### src/design/h264foc_pkg.sv
// Package for the H.264 frame order control block: field widths, codes,
// sequencer states, saturation helper and the remainder unit status type.
// No dependencies.
package h264foc_pkg;

  localparam int unsigned REQ_W      = 2;
  localparam int unsigned FTYPE_W    = 2;
  localparam int unsigned FN_PORT_W  = 16;
  localparam int unsigned LSB_PORT_W = 8;
  localparam int unsigned OC_W       = 18;
  localparam int unsigned SURF_PORT_W = 4;
  localparam int unsigned RC_W       = 5;
  localparam int unsigned IP_W       = 16;
  localparam int unsigned SUM_W      = 20;
  localparam int unsigned STEP_W     = 4;

  localparam logic [IP_W-1:0] IP_RESET = 16'd15;

  localparam logic signed [SUM_W-1:0] OC_MIN = -20'sd131072;
  localparam logic signed [SUM_W-1:0] OC_MAX = 20'sd131071;

  typedef enum logic [REQ_W-1:0] {
    REQ_AUTO   = 2'd0,
    REQ_KEY    = 2'd1,
    REQ_NONKEY = 2'd2,
    REQ_RSVD   = 2'd3
  } frame_req_e;

  typedef enum logic [FTYPE_W-1:0] {
    FT_P   = 2'd0,
    FT_I   = 2'd1,
    FT_IDR = 2'd2
  } frame_type_e;

  typedef enum logic [1:0] {
    ST_IDLE,
    ST_DIVIDE,
    ST_ORDER,
    ST_FINISH
  } seq_state_e;

  typedef struct packed {
    logic busy;
    logic done;
    logic zero;
  } rem_status_t;

  function automatic logic signed [OC_W-1:0] sat_oc(input logic signed [SUM_W-1:0] v);
    logic signed [OC_W-1:0] r;
    begin
      if (v < OC_MIN) begin
        r = OC_MIN[OC_W-1:0];
      end else if (v > OC_MAX) begin
        r = OC_MAX[OC_W-1:0];
      end else begin
        r = v[OC_W-1:0];
      end
      return r;
    end
  endfunction

endpackage

### src/design/h264foc_req_if.sv
// Request channel of the frame order control block: valid/ready plus the
// frame request code. Depends on h264foc_pkg.
interface h264foc_req_if;
  logic                            valid;
  logic                            ready;
  logic [h264foc_pkg::REQ_W-1:0]   frame_request;

  modport source (output valid, output frame_request, input ready);
  modport sink   (input valid, input frame_request, output ready);
endinterface

### src/design/h264foc_res_if.sv
// Result channel of the frame order control block: valid/ready plus the
// per-frame picture fields. Depends on h264foc_pkg.
interface h264foc_res_if;
  logic                                     valid;
  logic                                     ready;
  logic [h264foc_pkg::FTYPE_W-1:0]          frame_type;
  logic                                     is_key;
  logic [h264foc_pkg::FN_PORT_W-1:0]        frame_number;
  logic [h264foc_pkg::LSB_PORT_W-1:0]       order_lsb;
  logic signed [h264foc_pkg::OC_W-1:0]      order_count;
  logic [h264foc_pkg::SURF_PORT_W-1:0]      surface_index;
  logic [h264foc_pkg::RC_W-1:0]             ref_count;
  logic                                     ref0_valid;
  logic [h264foc_pkg::SURF_PORT_W-1:0]      ref0_surface;
  logic [h264foc_pkg::FN_PORT_W-1:0]        ref0_frame_number;
  logic signed [h264foc_pkg::OC_W-1:0]      ref0_order_count;

  modport source (output valid, output frame_type, output is_key, output frame_number,
                  output order_lsb, output order_count, output surface_index,
                  output ref_count, output ref0_valid, output ref0_surface,
                  output ref0_frame_number, output ref0_order_count, input ready);
  modport sink   (input valid, input frame_type, input is_key, input frame_number,
                  input order_lsb, input order_count, input surface_index,
                  input ref_count, input ref0_valid, input ref0_surface,
                  input ref0_frame_number, input ref0_order_count, output ready);
endinterface

### src/design/h264foc_rem_unit.sv
// Bit-serial restoring remainder unit: one quotient bit per cycle over a
// 16-bit dividend. Reports busy, done and a zero-remainder flag. Depends on h264foc_pkg.
module h264foc_rem_unit (
  input  logic                            clk_i,
  input  logic                            rst_ni,
  input  logic                            start_i,
  input  logic [h264foc_pkg::IP_W-1:0]    dividend_i,
  input  logic [h264foc_pkg::IP_W-1:0]    divisor_i,
  output h264foc_pkg::rem_status_t        status_o
);

  logic [h264foc_pkg::IP_W-1:0]   dvd_q, dvd_d;
  logic [h264foc_pkg::IP_W-1:0]   rem_q, rem_d;
  logic [h264foc_pkg::IP_W-1:0]   dsr_q, dsr_d;
  logic [h264foc_pkg::STEP_W-1:0] step_q, step_d;
  logic                           busy_q, busy_d;
  logic                           done_q, done_d;
  logic [h264foc_pkg::IP_W:0]     trial;

  assign trial = {rem_q, dvd_q[h264foc_pkg::IP_W-1]};

  always_comb begin
    dvd_d  = dvd_q;
    rem_d  = rem_q;
    dsr_d  = dsr_q;
    step_d = step_q;
    busy_d = busy_q;
    done_d = 1'b0;
    if (start_i) begin
      dvd_d  = dividend_i;
      dsr_d  = divisor_i;
      rem_d  = '0;
      step_d = '1;
      busy_d = 1'b1;
    end else if (busy_q) begin
      // subtract when the trial remainder covers the divisor, else keep it
      if (trial >= {1'b0, dsr_q}) begin
        rem_d = h264foc_pkg::IP_W'(trial - {1'b0, dsr_q});
      end else begin
        rem_d = trial[h264foc_pkg::IP_W-1:0];
      end
      dvd_d  = {dvd_q[h264foc_pkg::IP_W-2:0], 1'b0};
      step_d = step_q - 1'b1;
      if (step_q == '0) begin
        busy_d = 1'b0;
        done_d = 1'b1;
      end
    end
  end

  always_ff @(posedge clk_i or negedge rst_ni) begin
    if (!rst_ni) begin
      step_q <= '0;
      busy_q <= 1'b0;
      done_q <= 1'b0;
    end else begin
      step_q <= step_d;
      busy_q <= busy_d;
      done_q <= done_d;
    end
  end

  always_ff @(posedge clk_i) begin
    dvd_q <= dvd_d;
    rem_q <= rem_d;
    dsr_q <= dsr_d;
  end

  assign status_o.busy = busy_q;
  assign status_o.done = done_q;
  assign status_o.zero = (rem_q == '0);

`ifndef SYNTHESIS
  a_done_after_busy: assert property (@(posedge clk_i) disable iff (!rst_ni)
    done_q |-> $past(busy_q) && !busy_q)
    else $error("remainder done without a preceding busy step");
  a_start_idle: assert property (@(posedge clk_i) disable iff (!rst_ni)
    start_i |-> !busy_q)
    else $error("remainder unit restarted while busy");
  a_busy_steps: assert property (@(posedge clk_i) disable iff (!rst_ni)
    start_i |=> busy_q && step_q == '1)
    else $error("remainder unit did not load its step count");
`endif

endmodule

### src/design/h264_frame_order_control_top.sv
// H.264 frame order control, type-0 picture order count.
// Each request passes idle (accept), divide (the 16 bit-serial steps of the
// remainder unit), order and finish; a new request is taken only in idle, so
// not before the previous result has been loaded into the output register.
// A waiting result holds the next request in its finish step until it is taken.
// Reset (async, active low): counters, order count state and handshakes clear,
// intra period returns to 15. Depends on h264foc_pkg, the interfaces, h264foc_rem_unit.
module h264_frame_order_control_top #(
  parameter int unsigned NUM_SURFACES          = 16,
  parameter int unsigned LOG2_MAX_FRAME_NUMBER = 16,
  parameter int unsigned LOG2_MAX_ORDER_LSB    = 8
) (
  input  logic                         clk_i,
  input  logic                         rst_ni,
  input  logic                         cfg_we_i,
  input  logic [h264foc_pkg::IP_W-1:0] cfg_wdata_i,
  h264foc_req_if.sink                  req_i,
  h264foc_res_if.source                res_o
);

  localparam int unsigned FN_W    = LOG2_MAX_FRAME_NUMBER;
  localparam int unsigned LSB_W   = LOG2_MAX_ORDER_LSB;
  localparam int unsigned SURF_W  = $clog2(NUM_SURFACES);
  localparam int unsigned STC_W   = $clog2(NUM_SURFACES + 1);
  localparam int unsigned MAX_LSB = 1 << LSB_W;
  localparam int unsigned HALF    = MAX_LSB / 2;

  localparam logic signed [h264foc_pkg::SUM_W-1:0] MAX_LSB_S =
    $signed(h264foc_pkg::SUM_W'(MAX_LSB));
  localparam logic [LSB_W:0]    HALF_V    = (LSB_W+1)'(HALF);
  localparam logic [SURF_W-1:0] SURF_LAST = SURF_W'(NUM_SURFACES - 1);
  localparam logic [STC_W-1:0]  STC_FULL  = STC_W'(NUM_SURFACES);

  h264foc_pkg::seq_state_e state_q, state_d;
  h264foc_pkg::rem_status_t rem_st;

  logic [h264foc_pkg::IP_W-1:0]  ip_q;
  logic [FN_W-1:0]               fc_q;
  logic [SURF_W-1:0]             surf_q;
  logic [STC_W-1:0]              stc_q;
  logic signed [h264foc_pkg::OC_W-1:0] pmsb_q;
  logic [LSB_W-1:0]              plsb_q;
  logic [SURF_W-1:0]             ref_surf_q;
  logic [FN_W-1:0]               ref_fn_q;
  logic signed [h264foc_pkg::OC_W-1:0] ref_oc_q;

  logic [h264foc_pkg::REQ_W-1:0] req_q;
  logic                          key_q, key_d;
  logic                          idr_q, idr_d;
  logic signed [h264foc_pkg::OC_W-1:0] msb_q, msb_d;
  logic [LSB_W-1:0]              lsb_q, lsb_d;

  logic                          out_valid_q, out_valid_d;
  logic [h264foc_pkg::FTYPE_W-1:0] o_ftype_q;
  logic                          o_key_q;
  logic [h264foc_pkg::FN_PORT_W-1:0] o_fn_q;
  logic [h264foc_pkg::LSB_PORT_W-1:0] o_lsb_q;
  logic signed [h264foc_pkg::OC_W-1:0] o_oc_q;
  logic [h264foc_pkg::SURF_PORT_W-1:0] o_surf_q;
  logic [h264foc_pkg::RC_W-1:0]  o_rc_q;
  logic                          o_r0v_q;
  logic [h264foc_pkg::SURF_PORT_W-1:0] o_r0s_q;
  logic [h264foc_pkg::FN_PORT_W-1:0] o_r0fn_q;
  logic signed [h264foc_pkg::OC_W-1:0] o_r0oc_q;

  logic                          accept;
  logic                          div_start;
  logic                          load;
  logic [h264foc_pkg::IP_W-1:0]  fc16;
  logic                          auto_key;
  logic signed [h264foc_pkg::OC_W-1:0] pmsb_c;
  logic [LSB_W-1:0]              plsb_c;
  logic [LSB_W-1:0]              up_diff;
  logic [LSB_W-1:0]              dn_diff;
  logic signed [h264foc_pkg::SUM_W-1:0] msb_sum;
  logic signed [h264foc_pkg::OC_W-1:0] poc;
  logic [STC_W-1:0]              stc_base;
  logic                          r0v;
  logic [h264foc_pkg::FTYPE_W-1:0] ftype;

  assign fc16 = h264foc_pkg::IP_W'(fc_q);

  h264foc_rem_unit u_rem (
    .clk_i      (clk_i),
    .rst_ni     (rst_ni),
    .start_i    (div_start),
    .dividend_i (fc16),
    .divisor_i  (ip_q),
    .status_o   (rem_st)
  );

  // next state
  always_comb begin
    state_d = state_q;
    case (state_q)
      h264foc_pkg::ST_IDLE:   if (accept) state_d = h264foc_pkg::ST_DIVIDE;
      h264foc_pkg::ST_DIVIDE: if (rem_st.done) state_d = h264foc_pkg::ST_ORDER;
      h264foc_pkg::ST_ORDER:  state_d = h264foc_pkg::ST_FINISH;
      h264foc_pkg::ST_FINISH: if (load) state_d = h264foc_pkg::ST_IDLE;
      default:                state_d = h264foc_pkg::ST_IDLE;
    endcase
  end

  // sequencer outputs
  always_comb begin
    req_i.ready = 1'b0;
    load        = 1'b0;
    case (state_q)
      h264foc_pkg::ST_IDLE:   req_i.ready = 1'b1;
      h264foc_pkg::ST_FINISH: load = !out_valid_q || res_o.ready;
      default: begin
        req_i.ready = 1'b0;
        load        = 1'b0;
      end
    endcase
  end

  assign accept      = req_i.valid && req_i.ready;
  assign div_start   = accept;
  assign out_valid_d = load || (out_valid_q && !res_o.ready);

  // key decision and order count MSB
  always_comb begin
    if (ip_q == '0) begin
      auto_key = (fc_q == '0);
    end else begin
      auto_key = rem_st.zero;
    end
    case (req_q)
      h264foc_pkg::REQ_AUTO: key_d = auto_key;
      h264foc_pkg::REQ_KEY:  key_d = 1'b1;
      default:               key_d = 1'b0;
    endcase
    idr_d   = key_d && (fc_q == '0);
    pmsb_c  = idr_d ? '0 : pmsb_q;
    plsb_c  = idr_d ? '0 : plsb_q;
    lsb_d   = fc16[LSB_W-1:0];
    up_diff = plsb_c - lsb_d;
    dn_diff = lsb_d - plsb_c;
    if (lsb_d < plsb_c && {1'b0, up_diff} >= HALF_V) begin
      msb_sum = h264foc_pkg::SUM_W'(pmsb_c) + MAX_LSB_S;
    end else if (lsb_d > plsb_c && {1'b0, dn_diff} > HALF_V) begin
      msb_sum = h264foc_pkg::SUM_W'(pmsb_c) - MAX_LSB_S;
    end else begin
      msb_sum = h264foc_pkg::SUM_W'(pmsb_c);
    end
    msb_d = h264foc_pkg::sat_oc(msb_sum);
  end

  // picture result
  always_comb begin
    poc      = h264foc_pkg::sat_oc(h264foc_pkg::SUM_W'(msb_q)
                                   + $signed(h264foc_pkg::SUM_W'(lsb_q)));
    stc_base = idr_q ? '0 : stc_q;
    r0v      = !key_q && (stc_base != '0);
    if (idr_q) begin
      ftype = h264foc_pkg::FT_IDR;
    end else if (key_q) begin
      ftype = h264foc_pkg::FT_I;
    end else begin
      ftype = h264foc_pkg::FT_P;
    end
  end

  always_ff @(posedge clk_i or negedge rst_ni) begin
    if (!rst_ni) begin
      state_q     <= h264foc_pkg::ST_IDLE;
      ip_q        <= h264foc_pkg::IP_RESET;
      fc_q        <= '0;
      surf_q      <= '0;
      stc_q       <= '0;
      pmsb_q      <= '0;
      plsb_q      <= '0;
      out_valid_q <= 1'b0;
    end else begin
      state_q     <= state_d;
      out_valid_q <= out_valid_d;
      if (cfg_we_i) begin
        ip_q <= cfg_wdata_i;
      end
      if (load) begin
        pmsb_q <= msb_q;
        plsb_q <= lsb_q;
        stc_q  <= (stc_base == STC_FULL) ? stc_base : stc_base + 1'b1;
        fc_q   <= fc_q + 1'b1;
        // surface slot follows the frame counter, including its wrap
        if (fc_q == '1 || surf_q == SURF_LAST) begin
          surf_q <= '0;
        end else begin
          surf_q <= surf_q + 1'b1;
        end
      end
    end
  end

  always_ff @(posedge clk_i) begin
    if (accept) begin
      req_q <= req_i.frame_request;
    end
    if (state_q == h264foc_pkg::ST_ORDER) begin
      key_q <= key_d;
      idr_q <= idr_d;
      msb_q <= msb_d;
      lsb_q <= lsb_d;
    end
    if (load) begin
      ref_surf_q <= surf_q;
      ref_fn_q   <= fc_q;
      ref_oc_q   <= poc;
      o_ftype_q  <= ftype;
      o_key_q    <= key_q;
      o_fn_q     <= h264foc_pkg::FN_PORT_W'(fc_q);
      o_lsb_q    <= h264foc_pkg::LSB_PORT_W'(h264foc_pkg::IP_W'(lsb_q));
      o_oc_q     <= poc;
      o_surf_q   <= h264foc_pkg::SURF_PORT_W'(surf_q);
      o_rc_q     <= h264foc_pkg::RC_W'(stc_base);
      o_r0v_q    <= r0v;
      o_r0s_q    <= r0v ? h264foc_pkg::SURF_PORT_W'(ref_surf_q) : '0;
      o_r0fn_q   <= r0v ? h264foc_pkg::FN_PORT_W'(ref_fn_q) : '0;
      o_r0oc_q   <= r0v ? ref_oc_q : '0;
    end
  end

  assign res_o.valid             = out_valid_q;
  assign res_o.frame_type        = o_ftype_q;
  assign res_o.is_key            = o_key_q;
  assign res_o.frame_number      = o_fn_q;
  assign res_o.order_lsb         = o_lsb_q;
  assign res_o.order_count       = o_oc_q;
  assign res_o.surface_index     = o_surf_q;
  assign res_o.ref_count         = o_rc_q;
  assign res_o.ref0_valid        = o_r0v_q;
  assign res_o.ref0_surface      = o_r0s_q;
  assign res_o.ref0_frame_number = o_r0fn_q;
  assign res_o.ref0_order_count  = o_r0oc_q;

`ifndef SYNTHESIS
  a_ref0_only_p: assert property (@(posedge clk_i) disable iff (!rst_ni)
    res_o.valid && res_o.ref0_valid |-> res_o.frame_type == h264foc_pkg::FT_P
                                        && res_o.ref_count != '0)
    else $error("reference reported on a key frame or with an empty store");
  a_idr_resets: assert property (@(posedge clk_i) disable iff (!rst_ni)
    res_o.valid && res_o.frame_type == h264foc_pkg::FT_IDR |->
      res_o.frame_number == '0 && res_o.ref_count == '0 && res_o.is_key)
    else $error("IDR frame without cleared counters");
  a_busy_after_accept: assert property (@(posedge clk_i) disable iff (!rst_ni)
    accept |=> !req_i.ready && rem_st.busy)
    else $error("request taken while the previous one is in flight");
  a_store_bound: assert property (@(posedge clk_i) disable iff (!rst_ni)
    stc_q <= STC_FULL)
    else $error("short-term count beyond the surface count");
  a_done_in_divide: assert property (@(posedge clk_i) disable iff (!rst_ni)
    rem_st.done |-> state_q == h264foc_pkg::ST_DIVIDE)
    else $error("remainder completed outside the divide step");
`endif

endmodule

### src/flat_wrapper.sv
// flat-port wrapper written by rule: the top's interface ports become plain ports
module h264_frame_order_control_top_flat 
#(
  parameter int unsigned NUM_SURFACES          = 16,
  parameter int unsigned LOG2_MAX_FRAME_NUMBER = 16,
  parameter int unsigned LOG2_MAX_ORDER_LSB    = 8
)
  (clk_i, rst_ni, cfg_we_i, cfg_wdata_i, req_i_valid, req_i_frame_request, req_i_ready, res_o_valid, res_o_frame_type, res_o_is_key, res_o_frame_number, res_o_order_lsb, res_o_order_count, res_o_surface_index, res_o_ref_count, res_o_ref0_valid, res_o_ref0_surface, res_o_ref0_frame_number, res_o_ref0_order_count, res_o_ready);
  h264foc_req_if req_i_i ();
  h264foc_res_if res_o_i ();
  input  logic clk_i;
  input  logic rst_ni;
  input  logic cfg_we_i;
  input  logic [h264foc_pkg::IP_W-1:0] cfg_wdata_i;
  input wire logic [$bits(req_i_i.valid)-1:0] req_i_valid;
  input wire logic [$bits(req_i_i.frame_request)-1:0] req_i_frame_request;
  output wire logic [$bits(req_i_i.ready)-1:0] req_i_ready;
  output wire logic [$bits(res_o_i.valid)-1:0] res_o_valid;
  output wire logic [$bits(res_o_i.frame_type)-1:0] res_o_frame_type;
  output wire logic [$bits(res_o_i.is_key)-1:0] res_o_is_key;
  output wire logic [$bits(res_o_i.frame_number)-1:0] res_o_frame_number;
  output wire logic [$bits(res_o_i.order_lsb)-1:0] res_o_order_lsb;
  output wire logic [$bits(res_o_i.order_count)-1:0] res_o_order_count;
  output wire logic [$bits(res_o_i.surface_index)-1:0] res_o_surface_index;
  output wire logic [$bits(res_o_i.ref_count)-1:0] res_o_ref_count;
  output wire logic [$bits(res_o_i.ref0_valid)-1:0] res_o_ref0_valid;
  output wire logic [$bits(res_o_i.ref0_surface)-1:0] res_o_ref0_surface;
  output wire logic [$bits(res_o_i.ref0_frame_number)-1:0] res_o_ref0_frame_number;
  output wire logic [$bits(res_o_i.ref0_order_count)-1:0] res_o_ref0_order_count;
  input wire logic [$bits(res_o_i.ready)-1:0] res_o_ready;
  assign req_i_i.valid = req_i_valid;
  assign req_i_i.frame_request = req_i_frame_request;
  assign req_i_ready = req_i_i.ready;
  assign res_o_valid = res_o_i.valid;
  assign res_o_frame_type = res_o_i.frame_type;
  assign res_o_is_key = res_o_i.is_key;
  assign res_o_frame_number = res_o_i.frame_number;
  assign res_o_order_lsb = res_o_i.order_lsb;
  assign res_o_order_count = res_o_i.order_count;
  assign res_o_surface_index = res_o_i.surface_index;
  assign res_o_ref_count = res_o_i.ref_count;
  assign res_o_ref0_valid = res_o_i.ref0_valid;
  assign res_o_ref0_surface = res_o_i.ref0_surface;
  assign res_o_ref0_frame_number = res_o_i.ref0_frame_number;
  assign res_o_ref0_order_count = res_o_i.ref0_order_count;
  assign res_o_i.ready = res_o_ready;
  h264_frame_order_control_top #(.NUM_SURFACES(NUM_SURFACES), .LOG2_MAX_FRAME_NUMBER(LOG2_MAX_FRAME_NUMBER), .LOG2_MAX_ORDER_LSB(LOG2_MAX_ORDER_LSB)) u_core (.clk_i(clk_i), .rst_ni(rst_ni), .cfg_we_i(cfg_we_i), .cfg_wdata_i(cfg_wdata_i), .req_i(req_i_i), .res_o(res_o_i));
endmodule
### config.mk
export PLATFORM = sky130hd
export DESIGN_NAME = h264_frame_order_control_top_flat
export DESIGN_NICKNAME = d
export VERILOG_FILES = /design/src/design/h264foc_pkg.sv /design/src/design/h264foc_req_if.sv /design/src/design/h264foc_res_if.sv /design/src/design/h264foc_rem_unit.sv /design/src/design/h264_frame_order_control_top.sv /design/src/flat_wrapper.sv
export SDC_FILE = /design/constraint.sdc
export NUM_CORES = 1
export LEC_CHECK = 0
export ABC_AREA = 0
export CAP_MARGIN = 20
export CORE_MARGIN = 3
export CORE_UTILIZATION = 64
export DETAILED_ROUTE_END_ITERATION = 10
export DONT_BUFFER_PORTS = 1
export PLACE_DENSITY = 0.83
export REMOVE_ABC_BUFFERS = 1
export SLEW_MARGIN = 20
export SYNTH_ARGS = -nofsm -noshare
export SYNTH_HDL_FRONTEND = slang
export SYNTH_HIERARCHICAL = 1
export SYNTH_SLANG_ARGS = --single-unit
### constraint.sdc
create_clock -name clk_i -period 6.1 [get_ports clk_i]
set_input_delay 0.305 -clock clk_i [delete_from_list [all_inputs] [get_ports clk_i]]
set_output_delay 0.305 -clock clk_i [all_outputs]
set_load 0.1 [all_outputs]
# == Yosys cells after proc, flatten, opt, wreduce, memory -nomap -nowiden ==
# Index checks and enable logic that the tools add are counted.
# totals
in_bits,23
out_inout_bits,95
regBits,247
# op_classes
mux,29
n_eq_ne,10
reduce_logical,21
magnitude_cmp,9
add_sub_neg,10
# op_table
op,n
2-to-1 mux 18 bit,3
zero test 16 bit,3
2-to-1 mux 16 bit,3
> comparator 20 x 18 -> 1 bit (second input constant),2
less-than comparator 20 x 18 -> 1 bit (second input constant),2
2-to-1 mux 20 bit,2
adder 18 x 10 -> 19 bit (second input constant),1
adder 18 x 9 -> 19 bit,1
subtractor 18 x 10 -> 19 bit (second input constant),1
greater-or-equal comparator 17 x 16 -> 1 bit,1
adder 16 x 1 -> 16 bit (second input constant),1
equality test 16 bit (second input constant),1
subtractor 16 bit,1
subtractor 8 bit,2
2-to-1 mux 4 bit,3
2-to-1 mux 1 bit,10
2-to-1 mux 5 bit,2
greater-or-equal comparator 8 bit (second input constant),1
> comparator 8 bit,1
> comparator 8 bit (second input constant),1
less-than comparator 8 bit,1
2-to-1 mux 8 bit,1
one-hot mux 2 bit (4 select lines),1
logical AND 1 bit,6
18 further kinds,28

# == Logic depth before layout (Yosys ltp) ==
# Gate-level depths: netlist (run 1).
# depth
depth_word,12
ltp_mapped,22
mapped_depth_nobuf,18

# == By module ==
# The synthesis (run 1) kept the hierarchy.
# modules_own_cells
mod,area_per_inst_um2,cells_per_inst,n_inst,seq_area_each_um2
h264_frame_order_control_top,9213.8,802,1,5450.2
h264foc_rem_unit,2995.4,283,1,1431.4

# == Worst setup path before layout (run 1) ==
# OpenSTA, ideal clock, no wires.
# synth_timing
kind,reg-to-reg
start,"reg u_core.out_valid_q, in the netlist u_core/res_o.valid"
end,reg u_core.o_fn_q (netlist bit u_core/res_o.frame_number[0]) (enable)
setup_slack_ns,1.602
n_path_buf,1
arrival_ns,4.004
required_ns,5.607
period_less_slack_ns,4.498
path_stages_with_launch,5
path_cell_list,dfrtp_1 nand2b_1 nand2_1 clkinv_1 clkbuf_1
# synth_via
elab_chain_len,3
# synth_lines
item,line_no,text
start: declaration,h264_frame_order_control_top.sv:53,"logic out_valid_q, out_valid_d;"
start signal: assignment,h264_frame_order_control_top.sv:177,out_valid_q <= out_valid_d;
zero test 1 bit,h264_frame_order_control_top.sv:110,h264foc_pkg::ST_FINISH: load = !out_valid_q || res_o.ready;
logical OR 1 bit,h264_frame_order_control_top.sv:110,
2-to-1 mux 1 bit,h264_frame_order_control_top.sv:108,case (state_q)
net u_core.load,h264_frame_order_control_top.sv:68,logic load;
end signal: assignment,h264_frame_order_control_top.sv:212,o_fn_q <= h264foc_pkg::FN_PORT_W'(fc_q);
end: declaration,h264_frame_order_control_top.sv:56,logic [h264foc_pkg::FN_PORT_W-1:0] o_fn_q;
# The timed path passes the listed nets, and every way through them passes these cells.
# A chain may end at the register's enable or synchronous reset.

# == Worst setup path after layout (run 1) ==
# layout_timing
start,reg u_core/ip_q[13] (netlist name)
end,reg u_core/msb_q[1] (netlist name) (data pin)
# layout_via
elab_chain_len,12
elab_cells_between_ends,21
# layout_lines
item,line_no,text
start: declaration,h264_frame_order_control_top.sv:37,logic [h264foc_pkg::IP_W-1:0] ip_q;
start signal: assignment,h264_frame_order_control_top.sv:168,ip_q <= h264foc_pkg::IP_RESET;
start signal: assignment,h264_frame_order_control_top.sv:179,ip_q <= cfg_wdata_i;
zero test 16 bit (*),h264_frame_order_control_top.sv:124,if (ip_q == '0) begin
2-to-1 mux 1 bit (*),h264_frame_order_control_top.sv:124,
one-hot mux 1 bit (2 select lines) (*),h264_frame_order_control_top.sv:129,case (req_q)
logical AND 1 bit (*),h264_frame_order_control_top.sv:134,idr_d = key_d && (fc_q == '0);
2-to-1 mux 8 bit,h264_frame_order_control_top.sv:136,plsb_c = idr_d ? '0 : plsb_q;
subtractor 8 bit,h264_frame_order_control_top.sv:139,dn_diff = lsb_d - plsb_c;
> comparator 8 bit,h264_frame_order_control_top.sv:142,"end else if (lsb_d > plsb_c && {1'b0, dn_diff} > HALF_V) begin"
logical AND 1 bit,h264_frame_order_control_top.sv:142,
2-to-1 mux 20 bit,h264_frame_order_control_top.sv:142,
2-to-1 mux 20 bit (*),h264_frame_order_control_top.sv:140,"if (lsb_d < plsb_c && {1'b0, up_diff} >= HALF_V) begin"
> comparator 20 x 18 -> 1 bit,h264foc_pkg.sv:53,end else if (v > OC_MAX) begin
2-to-1 mux 18 bit,h264foc_pkg.sv:53,
end signal: assignment,h264_frame_order_control_top.sv:203,msb_q <= msb_d;
end: declaration,h264_frame_order_control_top.sv:50,"logic signed [h264foc_pkg::OC_W-1:0] msb_q, msb_d;"
# Mark *: on every way between the ends. The rest lies on a longest branch, timed or not.

==> flow_metrics.py, run 1 <==
metrics = {
    "grt": {
        "grt_pass1_vias": 8033,
        "grt_usage": 0.244,
        "antenna_found_initial": 0,
        "grt_max_degree": 77,
        "grt_pass1_wl_mm": 41.1,
        "gr-total-overflow": 0,
    },
    "worst_setup_path": {
        "path_cells": "nor4_1 > nand4_1 > a21o_1 > nand2_1 > inv_1 > ha_1 > nand2_1 > a211o_1 > and2_1 > a211oi_4 > o2111ai_1 > or3_1 > o21ai_2 > o21ai_0",
        "worstPathArrival_ns": 5.35,
        "path_delay_family": "compound AO/OA/AOI/OAI gates",
        "crit_slowest_cell": "a21o_1",
        "cpPeakStageDelay_ns": 0.51,
        "crit_path_end_kind": "register",
        "cp_max_fo": 17,
        "critPathRequiredTime_ns": 6.35,
        "crit_buf_inv": 1,
        "worstSetupPathType": "register to register",
        "cp-start-kind": "register",
        "crit_top_cell": "nand2_1",
    },
    "timing": {
        "drv_slew": 0,
        "fin_setup_tns_ns": 0,
        "hold_viol_final": 0,
        "min_period_ns": 5.10,
        "maxSlewHeadroom": 0.277,
        "max_freq_mhz": 196,
        "timing.hold.ws_ns": 0.0807,
        "skew_ns": 0.0161,
        "finalCritPeriodShare": 0.837,
        "rsz0062_at_grt": "false",
        "setup_viol": 0,
        "tightest_slew_ns": 1.09,
    },
    "floorplanning": {
        "die_y_um": 144,
        "die-area_mm2": 0.0208,
        "row_count": 49,
        "start_util": 0.666,
        "coreArea_mm2": 0.0183,
        "io_pins": 118,
        "die_w_um": 144,
    },
    "route": {
        "wl_per_cell_um": 18.4,
        "via_count": 8344,
        "ant_nets": 0,
        "first_pass_iters": 5,
        "drt_iter0_drc": 760,
        "drc": 0,
        "vias_per_cell": 6.13,
        "totalWireLength_mm": 25.1,
    },
    "clocking": {
        "cts_setup_buffers": 0,
        "htreeDepth": 1,
        "clock-sinks": 247,
        "cts_buffer_depth": 3,
        "clockRootBuffer": "clkbuf_16",
        "holdBufCountCts": 37,
        "clk_pin_slew_ns": 0.06,
        "tritoncts": "built",
        "clock_latency_ns": 0.53,
        "cts_resized": 0,
        "numCtsBuffers": 25,
    },
    "layout": {
        "mostFrequentLayoutCells": "168 x nand2_1, 155 x edfxtp_1, 72 x dfrtp_1",
        "num_antenna_cells": 0,
        "drive_above_1_share": 0.102,
        "area_growth_pct": 10.7,
        "instances_no_fill": 1362,
        "layout_commonest_cell": "nand2_1",
        "final_nets": 1193,
        "fin_area_mm2": 0.0135,
    },
    "place": {
        "dpl-instance-area_mm2": 0.0123,
        "gp_congestion": 0.917,
        "dpl.cell_count": 1279,
        "port_buffers": 0,
        "hpwl_mm": 16.5,
    },
    "status": {
        "outcome": "complete, no violations",
    },
    "flow_run": {
        "maxCapViolCount": 0,
    },
    "synthesis": {
        "syn-instance-count": 1084,
        "avgSynthCellArea_um2": 11.3,
        "yosys_warnings": 6,
        "syn-cell-area_mm2": 0.0122,
    },
    "min_path": {
        "min_path_type": "input pin to register",
    },
}
cell type report:
class / count / area [um2]
clock buffers: 37 / 721
clock inverters: 9 / 60.1
multi-input cells: 726 / 4860
well taps: 229 / 287
fillers: 1210 / 4820
flip-flops and latches: 247 / 6880
repair buffers: 44 / 440
inverters: 70 / 265
through the flow:
step / worst slack [ns] / utilization
4_1_cts: 1.14 / 0.737
3_3_place_gp: 1.40 / 0.673
5_1_grt: 0.644 / 0.737
2_1_floorplan: 0.451 / -
6_report: 0.997 / 0.737
3_5_place_dp: 1.16 / 0.673
metal layers:
layer  up-vias  global-route usage  part of all wire
met5         -                   0                 0
met4         0              0.0699             0.028
met3        49              0.0387             0.061
met2       287               0.399              0.48
met1      4061               0.343              0.43
li1       3947                   -                 -
flip-flops by register name, summed over array words and instances (netlist names), 18 cells and up:
| signal | flops |
|---|---|
| u_core/res_o.order_count | 18 |
| u_core/msb_q | 18 |
| u_core/pmsb_q | 18 |
| u_core/res_o.ref0_order_count | 18 |
tightest hold or removal path, cell delays in order:
cell and delay (ns):
inv_1 0.03, a21oi_1 0.09, o21ai_0 0.14
worst paths after layout:
check / startpoint / end / slack [ns] / depth (start not counted)
min: req_i_valid / u_core/state_q[1] / 0.08 / 3
min reg2reg: u_core/msb_q[3] / u_core/pmsb_q[3] / 0.48 / 2
min in group asynchronous: rst_ni / u_core/pmsb_q[14] / 0.37 / 2
max: u_core/ip_q[13] / u_core/msb_q[1] / 1.0 / 14
max reg2reg: u_core/ip_q[13] / u_core/msb_q[1] / 1.0 / 14
max in group asynchronous: rst_ni / u_core/ip_q[3] / 5.40 / 2
Power of run 1 is left out: the tool's default activity adds up to more than one toggle a clock period on the data nets, which glitch-free logic cannot reach.
==> inputs of run 2 (changes only) <==
--- a/config.mk
+++ b/config.mk
@@ -5,13 +5,13 @@
 export SDC_FILE = /design/constraint.sdc
 export NUM_CORES = 1
 export LEC_CHECK = 0
-export ABC_AREA = 0
+export ABC_AREA = 1
 export CAP_MARGIN = 20
 export CORE_MARGIN = 3
-export CORE_UTILIZATION = 64
+export CORE_UTILIZATION = 58
 export DETAILED_ROUTE_END_ITERATION = 10
 export DONT_BUFFER_PORTS = 1
-export PLACE_DENSITY = 0.83
+export PLACE_DENSITY = 0.79
 export REMOVE_ABC_BUFFERS = 1
 export SLEW_MARGIN = 20
 export SYNTH_ARGS = -nofsm -noshare
==> constraint.sdc (replaced) <==
create_clock -name clk_i -period 4.3 [get_ports clk_i]
set_input_delay 0.215 -clock clk_i [delete_from_list [all_inputs] [get_ports clk_i]]
set_output_delay 0.215 -clock clk_i [all_outputs]
set_load 0.1 [all_outputs]
==> flow_metrics.py, run 2 <==
metrics = {
    "status": {
        "outcome": "complete, no violations",
    },
    "min_path": {
        "min_to": "u_core/state_q[1]",
        "hold_start": "req_i_valid",
        "hold-path-cell-count": 3,
        "min_path_type": "input pin to register",
    },
    "worst_setup_path": {
        "cpPeakStageDelay_ns": 0.34,
        "cp-start-kind": "register",
        "r2r_slack_ns": 0.29,
        "r2r_cells": 25,
        "critPathRequiredTime_ns": 4.67,
        "crit_path_end_kind": "register",
        "timing.rr.start": "u_core/u_rem/rem_q[11]",
        "worstSetupPathType": "register to register",
        "crit_slowest_cell": "dfxtp_1",
        "cp_max_fo": 17,
        "r2r_end": "u_core/msb_q[13]",
        "crit_top_cell": "nand2_1",
        "worstPathArrival_ns": 4.38,
    },
    "clocking": {
        "clock-sinks": 247,
        "clock_latency_ns": 0.51,
        "htreeDepth": 1,
        "cts_buffer_depth": 3,
        "clockRootBuffer": "clkbuf_16",
        "numCtsBuffers": 26,
        "clk_pin_slew_ns": 0.06,
        "tritoncts": "built",
    },
    "layout": {
        "fin_area_mm2": 0.0142,
        "area_growth_pct": 13.4,
        "layout_commonest_cell": "nand2_1",
        "mostFrequentLayoutCells": "398 x nand2_1, 216 x inv_1, 155 x edfxtp_1",
        "num_antenna_cells": 0,
        "nFillCells": 1610,
        "drive_above_1_share": 0.103,
        "final_nets": 1517,
    },
    "route": {
        "via_count": 9438,
        "drt_iter0_drc": 641,
        "wl_per_cell_um": 17.3,
        "ant_nets": 0,
        "totalWireLength_mm": 29.9,
        "drc": 0,
        "vias_per_cell": 5.45,
        "first_pass_iters": 7,
    },
    "place": {
        "gp_congestion": 0.941,
        "port_buffers": 0,
        "dpl-instance-area_mm2": 0.0129,
        "hpwl_mm": 20.7,
    },
    "floorplanning": {
        "die-area_mm2": 0.0234,
        "io_pins": 118,
        "start_util": 0.593,
        "coreArea_mm2": 0.0212,
        "row_count": 53,
        "die_w_um": 153,
        "die_y_um": 153,
    },
    "flow_run": {
        "maxCapViolCount": 0,
    },
    "grt": {
        "antenna_found_initial": 1,
        "gr-total-overflow": 0,
        "grt_max_degree": 87,
        "grt_pass1_wl_mm": 47.1,
        "grt_usage": 0.246,
        "grt_pass1_vias": 9267,
    },
    "timing": {
        "setup_viol": 0,
        "finalCritPeriodShare": 0.933,
        "tightest_slew_ns": 1.11,
        "hold_viol_final": 0,
        "drv_slew": 0,
        "skew_ns": 0.00732,
        "min_period_ns": 4.01,
        "max_freq_mhz": 249,
        "maxSlewHeadroom": 0.257,
    },
    "synthesis": {
        "yosys_warnings": 6,
        "syn-instance-count": 1390,
        "avgSynthCellArea_um2": 9.03,
        "syn-cell-area_mm2": 0.0126,
    },
}
run 2: changes by cell type in the layout (fill, tap and decap cells not counted), moves of 16 or more:
cell,previous run,this run
and2_1,42,1
buf_4,7,23
inv_1,68,216
mux2_2,36,12
nand2_1,168,398
nand3_1,34,82
nor2_1,33,110
xnor2_1,27,10
run 2: repair_timing:
action / in CTS / in global routing
setup buffers: 0 / 6
endpoints found under the hold margin: 95 / 0
setup endpoints to repair: 0 / 17
hold buffers: 22 / 0
gates resized for setup: 0 / 36
run 2: worst max path at each step:
stage,startpoint,to,slack [ns],depth (start not counted)
after floorplan,u_core/res_o.valid,u_core/stc_q[2],-0.53,5
after global placement,u_core/fc16[0],u_core/msb_q[15],0.34,28
after detailed placement,u_core/fc16[0],u_core/msb_q[8],0.09,26
after CTS,u_core/fc16[0],u_core/msb_q[8],0.08,26
after global routing,u_core/u_rem/rem_q[11],u_core/msb_q[13],-0.04,29
final,u_core/u_rem/rem_q[11],u_core/msb_q[13],0.29,25
run 2: layout make-up:
cell class | instances | area [um2] | area share
clock buffer | 40 | 851 | 0.0598
multi-input combinational | 886 | 4790 | 0.337
sequential | 247 | 6880 | 0.483
tap | 275 | 344 | 0.0242
clock inverter | 7 | 50.0 | 0.00352
inverter | 231 | 880 | 0.0618
timing repair buffer | 46 | 438 | 0.0308
run 2: routing by layer:
metal  part of all wire  vias up  track usage
met5            0.00043        -            0
met4              0.028        2       0.0755
met3              0.057       59       0.0428
met2               0.50      293        0.426
met1               0.42     4530        0.318
li1                   -     4554            -
run 2: per-stage QoR:
stage / worst slack (ns) / util / cells / hold WS [ns] / setup TNS [ns]
finish: 0.289 / 0.673 / 1732 / 0.112 / 0
floorplan: -0.532 / - / 1363 / -0.0806 / -18.18
global route: -0.0409 / 0.673 / 1732 / 0.129 / -0.181
CTS: 0.0793 / 0.663 / 1724 / 0.0941 / 0
detailed placement: 0.0933 / 0.610 / 1655 / -0.0772 / 0
global placement: 0.336 / 0.610 / 1655 / -0.0774 / 0
run 2: critical path: cells and delay by family (launching register included):
family,cells,cell delay [ns]
fa+ha+maj,1,0.29
compound gates,2,0.33
buf+inv,4,0.44
flops,1,0.34
simple gates,18,2.46
Power of run 2 is left out for the same reason.
